===== src/design/csl_pkg.sv =====
// shared types, constants and character-class helpers for the c-subset lexer
`default_nettype none

package csl_pkg;

    // default parameter values
    localparam int DEF_MAX_LEXEME    = 127;
    localparam int DEF_POSITION_BITS = 32;

    // fixed port widths
    localparam int KIND_W   = 5;
    localparam int START_W  = 32;
    localparam int LENGTH_W = 7;

    // keyword table geometry
    localparam int NUM_KW       = 6;
    localparam int KW_MAX_CHARS = 8;
    localparam int KW_IDX_W     = 3;

    // result queue geometry
    localparam int FIFO_DEPTH = 4;
    localparam int PTR_W      = $clog2(FIFO_DEPTH);
    localparam int CNT_W      = $clog2(FIFO_DEPTH + 1);

    typedef logic [KIND_W-1:0] kind_t;

    // token kinds
    localparam kind_t KIND_INT     = 5'd0;
    localparam kind_t KIND_FLOAT   = 5'd1;
    localparam kind_t KIND_DOUBLE  = 5'd2;
    localparam kind_t KIND_CHAR    = 5'd3;
    localparam kind_t KIND_BOOLEAN = 5'd4;
    localparam kind_t KIND_ID      = 5'd5;
    localparam kind_t KIND_INTNUM  = 5'd6;
    localparam kind_t KIND_DECNUM  = 5'd7;
    localparam kind_t KIND_ASSIGN  = 5'd8;
    localparam kind_t KIND_SEMI    = 5'd9;
    localparam kind_t KIND_LBRACE  = 5'd10;
    localparam kind_t KIND_RBRACE  = 5'd11;
    localparam kind_t KIND_LPAREN  = 5'd12;
    localparam kind_t KIND_RPAREN  = 5'd13;
    localparam kind_t KIND_COMMA   = 5'd14;
    localparam kind_t KIND_PLUS    = 5'd15;
    localparam kind_t KIND_MINUS   = 5'd16;
    localparam kind_t KIND_STAR    = 5'd17;
    localparam kind_t KIND_SLASH   = 5'd18;
    localparam kind_t KIND_RETURN  = 5'd19;
    localparam kind_t KIND_END     = 5'd20;

    localparam logic [7:0] CHAR_DOT = 8'h2e;

    // keyword spellings, zero padded
    localparam logic [7:0] KW_TEXT [NUM_KW][KW_MAX_CHARS] = '{
        '{"i", "n", "t", 8'h00, 8'h00, 8'h00, 8'h00, 8'h00},
        '{"f", "l", "o", "a", "t", 8'h00, 8'h00, 8'h00},
        '{"d", "o", "u", "b", "l", "e", 8'h00, 8'h00},
        '{"c", "h", "a", "r", 8'h00, 8'h00, 8'h00, 8'h00},
        '{"b", "o", "o", "l", "e", "a", "n", 8'h00},
        '{"r", "e", "t", "u", "r", "n", 8'h00, 8'h00}
    };
    localparam logic [KW_IDX_W-1:0] KW_LEN [NUM_KW] = '{
        3'd3, 3'd5, 3'd6, 3'd4, 3'd7, 3'd6
    };
    localparam kind_t KW_KIND [NUM_KW] = '{
        KIND_INT, KIND_FLOAT, KIND_DOUBLE, KIND_CHAR, KIND_BOOLEAN, KIND_RETURN
    };

    // scanner state, one-hot
    typedef enum logic [3:0] {
        MODE_IDLE    = 4'b0001,
        MODE_IDENT   = 4'b0010,
        MODE_INTEGER = 4'b0100,
        MODE_DECIMAL = 4'b1000
    } mode_t;

    // one emitted token
    typedef struct packed {
        kind_t               kind;
        logic [START_W-1:0]  start;
        logic [LENGTH_W-1:0] length;
        logic                last;
    } tok_t;

    // punctuation lookup result
    typedef struct packed {
        logic  hit;
        kind_t kind;
    } punct_t;

    function automatic logic is_alpha(input logic [7:0] c);
        return c inside {[8'h41:8'h5a], [8'h61:8'h7a]};
    endfunction

    function automatic logic is_digit(input logic [7:0] c);
        return c inside {[8'h30:8'h39]};
    endfunction

    function automatic logic is_space(input logic [7:0] c);
        return c inside {8'h20, [8'h09:8'h0d]};
    endfunction

    function automatic punct_t punct_lookup(input logic [7:0] c);
        punct_t p;
        p.hit = 1'b1;
        case (c)
            "=":     p.kind = KIND_ASSIGN;
            ";":     p.kind = KIND_SEMI;
            "{":     p.kind = KIND_LBRACE;
            "}":     p.kind = KIND_RBRACE;
            "(":     p.kind = KIND_LPAREN;
            ")":     p.kind = KIND_RPAREN;
            ",":     p.kind = KIND_COMMA;
            "+":     p.kind = KIND_PLUS;
            "-":     p.kind = KIND_MINUS;
            "*":     p.kind = KIND_STAR;
            "/":     p.kind = KIND_SLASH;
            default:
            begin
                p.hit  = 1'b0;
                p.kind = KIND_END;
            end
        endcase
        return p;
    endfunction

endpackage

`default_nettype wire


===== src/design/c_subset_lexer_top.sv =====
// c-subset lexer: byte-stream tokenizer with a small result queue
//
// usage: source bytes enter on the input channel (in_valid / in_stall), one
// byte per transaction; end_of_input set in a transaction flushes any pending
// token and gives an end token (src_byte is then ignored). tokens leave on the
// output channel (out_valid / out_stall) with kind, start offset, length and
// last_of_run, which marks the final token caused by one input transaction.
// a token is written into the result queue registers when the byte that
// completes it is accepted, and the output shows the queue head.
// throughput: one byte per cycle while the output is drained; the scanner
// state updates in the same cycle a byte is accepted. a byte can produce two
// tokens (pending token plus punctuation or end token), and the output moves
// one token per cycle, so the four-entry result queue sets the rate: input
// stall rises whenever fewer than two queue entries are free.
// reset: scanner returns to idle, byte offset to zero, queue empties.
// output stall: tokens wait in the queue and input keeps flowing until the
// queue is nearly full, then in_stall holds the input side.
`default_nettype none

module c_subset_lexer_top #(
    parameter int MAX_LEXEME    = csl_pkg::DEF_MAX_LEXEME,
    parameter int POSITION_BITS = csl_pkg::DEF_POSITION_BITS
) (
    input  wire logic                         clk,
    input  wire logic                         rst_n,
    // input channel
    input  wire logic                         in_valid,
    output logic                              in_stall,
    input  wire logic [7:0]                   src_byte,
    input  wire logic                         end_of_input,
    // output channel
    output logic                              out_valid,
    input  wire logic                         out_stall,
    output csl_pkg::kind_t                    token_kind,
    output logic [csl_pkg::START_W-1:0]       token_start,
    output logic [csl_pkg::LENGTH_W-1:0]      token_length,
    output logic                              last_of_run
);
    import csl_pkg::*;

    localparam int LEN_W = $clog2(MAX_LEXEME + 1);
    localparam logic [LEN_W-1:0] LEN_MAX = LEN_W'(MAX_LEXEME);

    // scanner state
    mode_t                    mode_reg,  mode_next;
    logic [NUM_KW-1:0]        cand_reg,  cand_next;
    logic [LEN_W-1:0]         len_reg,   len_next;
    logic [POSITION_BITS-1:0] start_reg, start_next;
    logic [POSITION_BITS-1:0] pos_reg,   pos_next;

    // result queue
    tok_t             fifo_mem [FIFO_DEPTH];
    logic [PTR_W-1:0] wr_ptr_reg, wr_ptr_next;
    logic [PTR_W-1:0] rd_ptr_reg, rd_ptr_next;
    logic [CNT_W-1:0] count_reg,  count_next;

    logic       in_fire;
    logic       out_fire;
    logic [1:0] n_res;
    tok_t       res0;
    tok_t       res1;
    tok_t       flush_tok;
    tok_t       new_tok;
    logic       flush_v;
    logic       new_v;
    kind_t      flush_kind;
    logic       pending;
    logic       extend;
    logic       to_decimal;
    punct_t     punct;

    // drop keyword candidates that disagree with char c at offset idx
    function automatic logic [NUM_KW-1:0] kw_filter(
        input logic [NUM_KW-1:0] cand,
        input logic [LEN_W-1:0]  idx,
        input logic [7:0]        c
    );
        logic [NUM_KW-1:0] keep;
        keep = cand;
        for (int k = 0; k < NUM_KW; k++)
        begin
            if (idx >= LEN_W'(KW_LEN[k]) || KW_TEXT[k][idx[KW_IDX_W-1:0]] != c)
            begin
                keep[k] = 1'b0;
            end
        end
        return keep;
    endfunction

    assign in_fire  = in_valid && !in_stall;
    assign out_fire = out_valid && !out_stall;
    assign in_stall = count_reg > CNT_W'(FIFO_DEPTH - 2);
    assign pending  = mode_reg != MODE_IDLE;
    assign punct    = punct_lookup(src_byte);

    // kind of the pending token if it ends now
    always_comb
    begin
        flush_kind = KIND_INTNUM;
        case (mode_reg)
            MODE_IDENT:
            begin
                flush_kind = KIND_ID;
                for (int k = NUM_KW - 1; k >= 0; k--)
                begin
                    if (cand_reg[k] && len_reg == LEN_W'(KW_LEN[k]))
                    begin
                        flush_kind = KW_KIND[k];
                    end
                end
            end
            MODE_DECIMAL: flush_kind = KIND_DECNUM;
            default:      flush_kind = KIND_INTNUM;
        endcase
    end

    // does the byte continue the pending token
    always_comb
    begin
        extend     = 1'b0;
        to_decimal = 1'b0;
        case (mode_reg)
            MODE_IDENT:   extend = is_alpha(src_byte) || is_digit(src_byte);
            MODE_INTEGER:
            begin
                to_decimal = src_byte == CHAR_DOT;
                extend     = is_digit(src_byte) || to_decimal;
            end
            MODE_DECIMAL: extend = is_digit(src_byte);
            default:      extend = 1'b0;
        endcase
    end

    // scanner next state and emitted tokens
    always_comb
    begin
        mode_next  = mode_reg;
        cand_next  = cand_reg;
        len_next   = len_reg;
        start_next = start_reg;
        pos_next   = pos_reg;
        flush_v    = 1'b0;
        new_v      = 1'b0;

        flush_tok.kind   = flush_kind;
        flush_tok.start  = START_W'(start_reg);
        flush_tok.length = LENGTH_W'(len_reg);
        flush_tok.last   = 1'b0;

        new_tok.kind   = KIND_END;
        new_tok.start  = START_W'(pos_reg);
        new_tok.length = '0;
        new_tok.last   = 1'b1;

        if (in_fire)
        begin
            if (end_of_input)
            begin
                flush_v   = pending;
                new_v     = 1'b1;
                mode_next = MODE_IDLE;
                cand_next = '1;
                len_next  = '0;
            end
            else
            begin
                pos_next = pos_reg + POSITION_BITS'(1);
                if (extend)
                begin
                    if (mode_reg == MODE_IDENT)
                    begin
                        cand_next = kw_filter(cand_reg, len_reg, src_byte);
                    end
                    if (len_reg < LEN_MAX)
                    begin
                        len_next = len_reg + LEN_W'(1);
                    end
                    if (to_decimal)
                    begin
                        mode_next = MODE_DECIMAL;
                    end
                end
                else
                begin
                    flush_v   = pending;
                    mode_next = MODE_IDLE;
                    cand_next = '1;
                    len_next  = '0;
                    if (is_alpha(src_byte))
                    begin
                        mode_next  = MODE_IDENT;
                        cand_next  = kw_filter('1, '0, src_byte);
                        len_next   = LEN_W'(1);
                        start_next = pos_reg;
                    end
                    else if (is_digit(src_byte))
                    begin
                        mode_next  = MODE_INTEGER;
                        len_next   = LEN_W'(1);
                        start_next = pos_reg;
                    end
                    else if (punct.hit)
                    begin
                        new_v          = 1'b1;
                        new_tok.kind   = punct.kind;
                        new_tok.length = LENGTH_W'(1);
                    end
                end
            end
        end

        // order: pending token first, last_of_run on the final one
        flush_tok.last = !new_v;
        n_res = {1'b0, flush_v} + {1'b0, new_v};
        res0  = flush_v ? flush_tok : new_tok;
        res1  = new_tok;
    end

    // queue pointers and fill count
    always_comb
    begin
        wr_ptr_next = wr_ptr_reg + PTR_W'(n_res);
        rd_ptr_next = rd_ptr_reg + PTR_W'(out_fire);
        count_next  = count_reg + CNT_W'(n_res) - CNT_W'(out_fire);
    end

    // control registers
    always_ff @(posedge clk or negedge rst_n)
    begin
        if (!rst_n)
        begin
            mode_reg   <= MODE_IDLE;
            cand_reg   <= '1;
            len_reg    <= '0;
            start_reg  <= '0;
            pos_reg    <= '0;
            wr_ptr_reg <= '0;
            rd_ptr_reg <= '0;
            count_reg  <= '0;
        end
        else
        begin
            mode_reg   <= mode_next;
            cand_reg   <= cand_next;
            len_reg    <= len_next;
            start_reg  <= start_next;
            pos_reg    <= pos_next;
            wr_ptr_reg <= wr_ptr_next;
            rd_ptr_reg <= rd_ptr_next;
            count_reg  <= count_next;
        end
    end

    // queue storage
    always_ff @(posedge clk)
    begin
        if (n_res != 2'd0)
        begin
            fifo_mem[wr_ptr_reg] <= res0;
        end
        if (n_res == 2'd2)
        begin
            fifo_mem[wr_ptr_reg + PTR_W'(1)] <= res1;
        end
    end

    // output side
    assign out_valid    = count_reg != '0;
    assign token_kind   = fifo_mem[rd_ptr_reg].kind;
    assign token_start  = fifo_mem[rd_ptr_reg].start;
    assign token_length = fifo_mem[rd_ptr_reg].length;
    assign last_of_run  = fifo_mem[rd_ptr_reg].last;

    // queue never overfills
    a_count_bound: assert property (@(posedge clk) disable iff (!rst_n)
        count_reg <= CNT_W'(FIFO_DEPTH))
        else $error("result queue count above depth");

    // an accepted byte always finds room for two tokens
    a_room_on_accept: assert property (@(posedge clk) disable iff (!rst_n)
        in_fire |-> count_reg <= CNT_W'(FIFO_DEPTH - 2))
        else $error("byte accepted without room for two tokens");

    // end token always closes its transaction
    a_end_is_last: assert property (@(posedge clk) disable iff (!rst_n)
        out_valid && token_kind == KIND_END |-> last_of_run)
        else $error("end token without last_of_run");

    // idle scanner holds no lexeme
    a_idle_empty: assert property (@(posedge clk) disable iff (!rst_n)
        mode_reg == MODE_IDLE |-> len_reg == '0 && cand_reg == '1)
        else $error("idle scanner with pending lexeme state");

    // an end transaction leaves the scanner idle and the offset unchanged
    a_end_resets: assert property (@(posedge clk) disable iff (!rst_n)
        in_fire && end_of_input |=> mode_reg == MODE_IDLE && pos_reg == $past(pos_reg))
        else $error("end transaction did not return scanner to idle");

endmodule

`default_nettype wire

===== config.mk =====
export PLATFORM = sky130hd
export DESIGN_NAME = c_subset_lexer_top
export DESIGN_NICKNAME = d
export VERILOG_FILES = /design/src/design/csl_pkg.sv /design/src/design/c_subset_lexer_top.sv
export SDC_FILE = /design/constraint.sdc
export NUM_CORES = 1
export LEC_CHECK = 0
export ABC_AREA = 0
export BUFFER_PORTS_ARGS = -buffer_cell sky130_fd_sc_hd__buf_2
export CORE_MARGIN = 2
export CORE_UTILIZATION = 46
export DETAILED_ROUTE_END_ITERATION = 16
export PLACE_DENSITY = 0.63
export SLEW_MARGIN = 20
export SYNTH_ARGS = -nofsm -noshare
export SYNTH_HDL_FRONTEND = slang
export SYNTH_SLANG_ARGS = --single-unit

===== constraint.sdc =====
create_clock -name clk -period 4.6 [get_ports clk]
set_input_delay 0.92 -clock clk [delete_from_list [all_inputs] [get_ports clk]]
set_output_delay 0.92 -clock clk [all_outputs]
set_load 0.05 [all_outputs]

==> summary.txt <==
Logic synthesis
  – Synth Cell Area: roughly 14,000 um2
  – Seq cells post-synth: about 270
  – Post-synth EDFFs: approximately 150
  – Async S/R FF share, synth: 0.328
  – Yosys warns: 0
  – Synth top area share: 0.336
  – Count of cell types in the netlist: 79
  – Syn Inst Count: ~1,100
  – Mapped Nets: 1,115
  – Yosys top cell by area: edfxtp_1
  – Synth Flop Type: edfxtp_1
  – Syn avg cell area: between 10 and 15 um2
  – Seq/Total Area, Yosys: 0.541
  – Synth area leaders: edfxtp_1 (34%), dfrtp_1 (15%), a22o_1 (9.5%)

Route
  – Wirelength per Cell: about 22 um
  – Total Wirelength: about 33,000 um
  – DRT Pass-1 Iters: 5
  – Final ANT Viol Nets: 0
  – # DRC: 0
  – Initial DRC count: ~800
  – Routed vias/inst: roughly 6.2
  – Vias: a little over 9,000

Power and ir drop
  – P_leak: 5.79 nW
  – Cell Pwr Density: 570 nW/um2
  – Peak supply drop: between 0.0003 and 0.0004 V

Clock network
  – Worst-skew pair later-pin latency: 0.53 ns
  – TritonCTS Buffers: 27
  – Largest buffer count on any clock path: 3
  – Clock Pin Slew Worst Setup and Hold Paths: approximately 0.06 ns
  – CTS tree: built
  – Post-CTS Setup Bufs: 0
  – CTS Sinks: around 270
  – Post-CTS resize count: 0
  – Hold bufs inserted after CTS: 0
  – Root buf cell: clkbuf_16
  – H-tree Lvls: 1

Floorplan
  – Die ar.: between 30,000 and 40,000 um2
  – Starting Density: 0.470
  – I/O pin count: 60
  – Core area: ~29,000 um2
  – Die Span Y: roughly 180 um
  – Die width: around 180 um
  – Site Rows: 62

Critical path
  – Arrival time of the worst setup path: roughly 4.3 ns
  – CP Capture Type: flop
  – Cell chain of the critical path: or4b_4, a221o_2, and2_4, inv_4, ha_1, inv_1, nand2_1, nor2_1, nor2_1, clkinvlp_4, o21a_4, a22o_1
  – Max Fanout on Critical Path: 33
  – Critical Path Most Common Cell: nor2_1
  – Type of origin of the critical path: flop
  – Critical path type: flop to flop
  – Reg2Reg Setup Slack: between 0.5 and 0.6 ns
  – Slowest CP cell: or4b_4
  – Critical path's largest stage delay: just over 0.6 ns
  – Worst EP required: about 4.9 ns

Final layout
  – Fin nets: approximately 1,100
  – Finished Layout Cells: between 1,500 and 2,000
  – Commonest cells after routing, fill and taps aside: edfxtp_1 (152), a22o_1 (147), dfrtp_1 (79), nand2_1 (61), buf_2 (58)
  – ANT cells: 0
  – Fill count: ~2,500
  – Commonest non-fill, non-tap cell in the layout: edfxtp_1
  – Final core utilization: 0.522
  – Layout area overhead: 11.0%
  – Share of cells above drive strength 1: 0.220
  – Max reg flops: 180

Global route
  – Vias in the first global route: approximately 9,100
  – Largest net degree at the start of global routing: 57
  – GRT Total Usage: 0.218
  – First-pass GRT wire length: around 53,000 um
  – Overflow after GRT: 0
  – Antenna violations before repair: 0

Timing
  – Fmax achieved: between 0.2 and 0.25 GHz
  – # setup viols final: 0
  – Worst slew margin: 0.351
  – Max Transition Viols Final: 0
  – Fin crit share: 0.870
  – Final Hold Viols: 0
  – Slew @ Worst Pin: slightly below 1 ns
  – RSZ-0062 raised after global routing: no
  – Skew final: 0.0128 ns
  – Final Critical Period: about 4 ns

Placed design
  – Post-placement cell count: 1,452
  – Gp weighted congestion: between 0.8 and 0.9
  – DP HPWL: ~21,000 um
  – Buffers on Ports: 59

Min path
  – Min-Delay Path Class: flop to flop

Status
  – Status: finished, final reports clean

Job
  – Max cap viols: 0
==> critical path: cells and delay by family, from the launching register on <==
kind,cells,cell delay (ns)
AND/OR/NAND/NOR,5,1.45
AO/OA/AOI/OAI,3,1.05
buffers and inverters,3,0.58
flip-flops,1,0.48
adder cells (fa/ha/maj),1,0.17
==> area by class of cell <==
class                      instances  area, um2  share of cell area
clock buffer                      39        761              0.0505
clock inverter                    11       83.8             0.00557
inverter                          24       96.3             0.00640
multi-input combinational        679       5660               0.376
sequential                       268       7340               0.488
tap                              384        480              0.0319
timing repair buffer              97        633              0.0420
==> synthesized netlist by cell type, types with 4 or more instances <==
library cell	number
ha_1	17
xnor2_1	28
dfrtp_1	81
a21o_1	6
nand3_1	26
mux2_2	34
and2_1	6
nor2b_1	6
or3_1	8
o211ai_1	4
edfxtp_1	152
and4_1	11
a22o_1	147
nand4_1	11
nand3b_1	5
o22ai_1	13
clkbuf_1	57
xor2_1	27
buf_2	25
a21oi_1	26
nor3b_1	4
o21ai_0	39
inv_1	22
mux4_2	45
nor4_1	9
nand2_1	61
dfxtp_1	28
dfstp_2	7
buf_6	7
a31oi_1	13
and3_1	10
nor3_1	12
buf_1	20
nor2_1	45
nand2b_1	10
==> report_power, final <==
| part | switching [mW] | internal, mW | total, mW | leakage [nW] |
|---|---|---|---|---|
| Combinational | 2.06 | 0.965 | 3.02 | 2.48 |
| Clock | 0.889 | 1.20 | 2.09 | 0.416 |
| Sequential | 0.421 | 3.05 | 3.47 | 2.89 |
==> kinds of logic after synthesis <==
logic type / count (synthesis) / synth area share
fa+ha+maj: 19 / 0.0179
flops: 268 / 0.541
simple gates: 240 / 0.0944
xor+xnor: 56 / 0.0367
compound gates: 285 / 0.162
mux: 79 / 0.103
buf+inv: 137 / 0.0452
==> worst paths after layout <==
path                                             start                     endpoint  depth (start not counted)
setup reg to reg               mode_reg[3]$_DFFE_PN0P_     fifo_mem[2][8]$_DFFE_PP_                         12
min in group asynchronous                        rst_n      mode_reg[1]$_DFFE_PN0P_                          1
setup / recovery               mode_reg[3]$_DFFE_PN0P_     fifo_mem[2][8]$_DFFE_PP_                         12
max in group asynchronous                        rst_n      rd_ptr_reg[0]$_DFF_PN0_                          2
hold reg to reg            fifo_mem[2][3]$_SDFFE_PP0P_  fifo_mem[2][3]$_SDFFE_PP0P_                          2
hold / removal             fifo_mem[2][3]$_SDFFE_PP0P_  fifo_mem[2][3]$_SDFFE_PP0P_                          2
==> metrics by stage <==
stage	total power [mW]	hold slack, ns	instance area, um2	setup WS, ns	setup TNS, ns
after global routing	8.99	0.479	15100	0.430	0
after detailed placement	6.57	0.444	14200	0.184	0
final	8.58	0.460	15100	0.599	0
after CTS	8.65	0.459	15100	0.638	0
after global placement	6.53	0.435	14200	0.273	0
after floorplan	5.66	0.420	13600	-0.0928	-2.69
==> routing by layer <==
layer  vias to the layer above  GRT usage  wire, um
met5                         -          0         0
met4                         0     0.0582       752
met3                        58     0.0346      2270
met2                       307      0.358     16000
met1                      4724      0.304     14400
li1                       4204          -         -
Note: power is estimated with default switching activity, not from simulation.
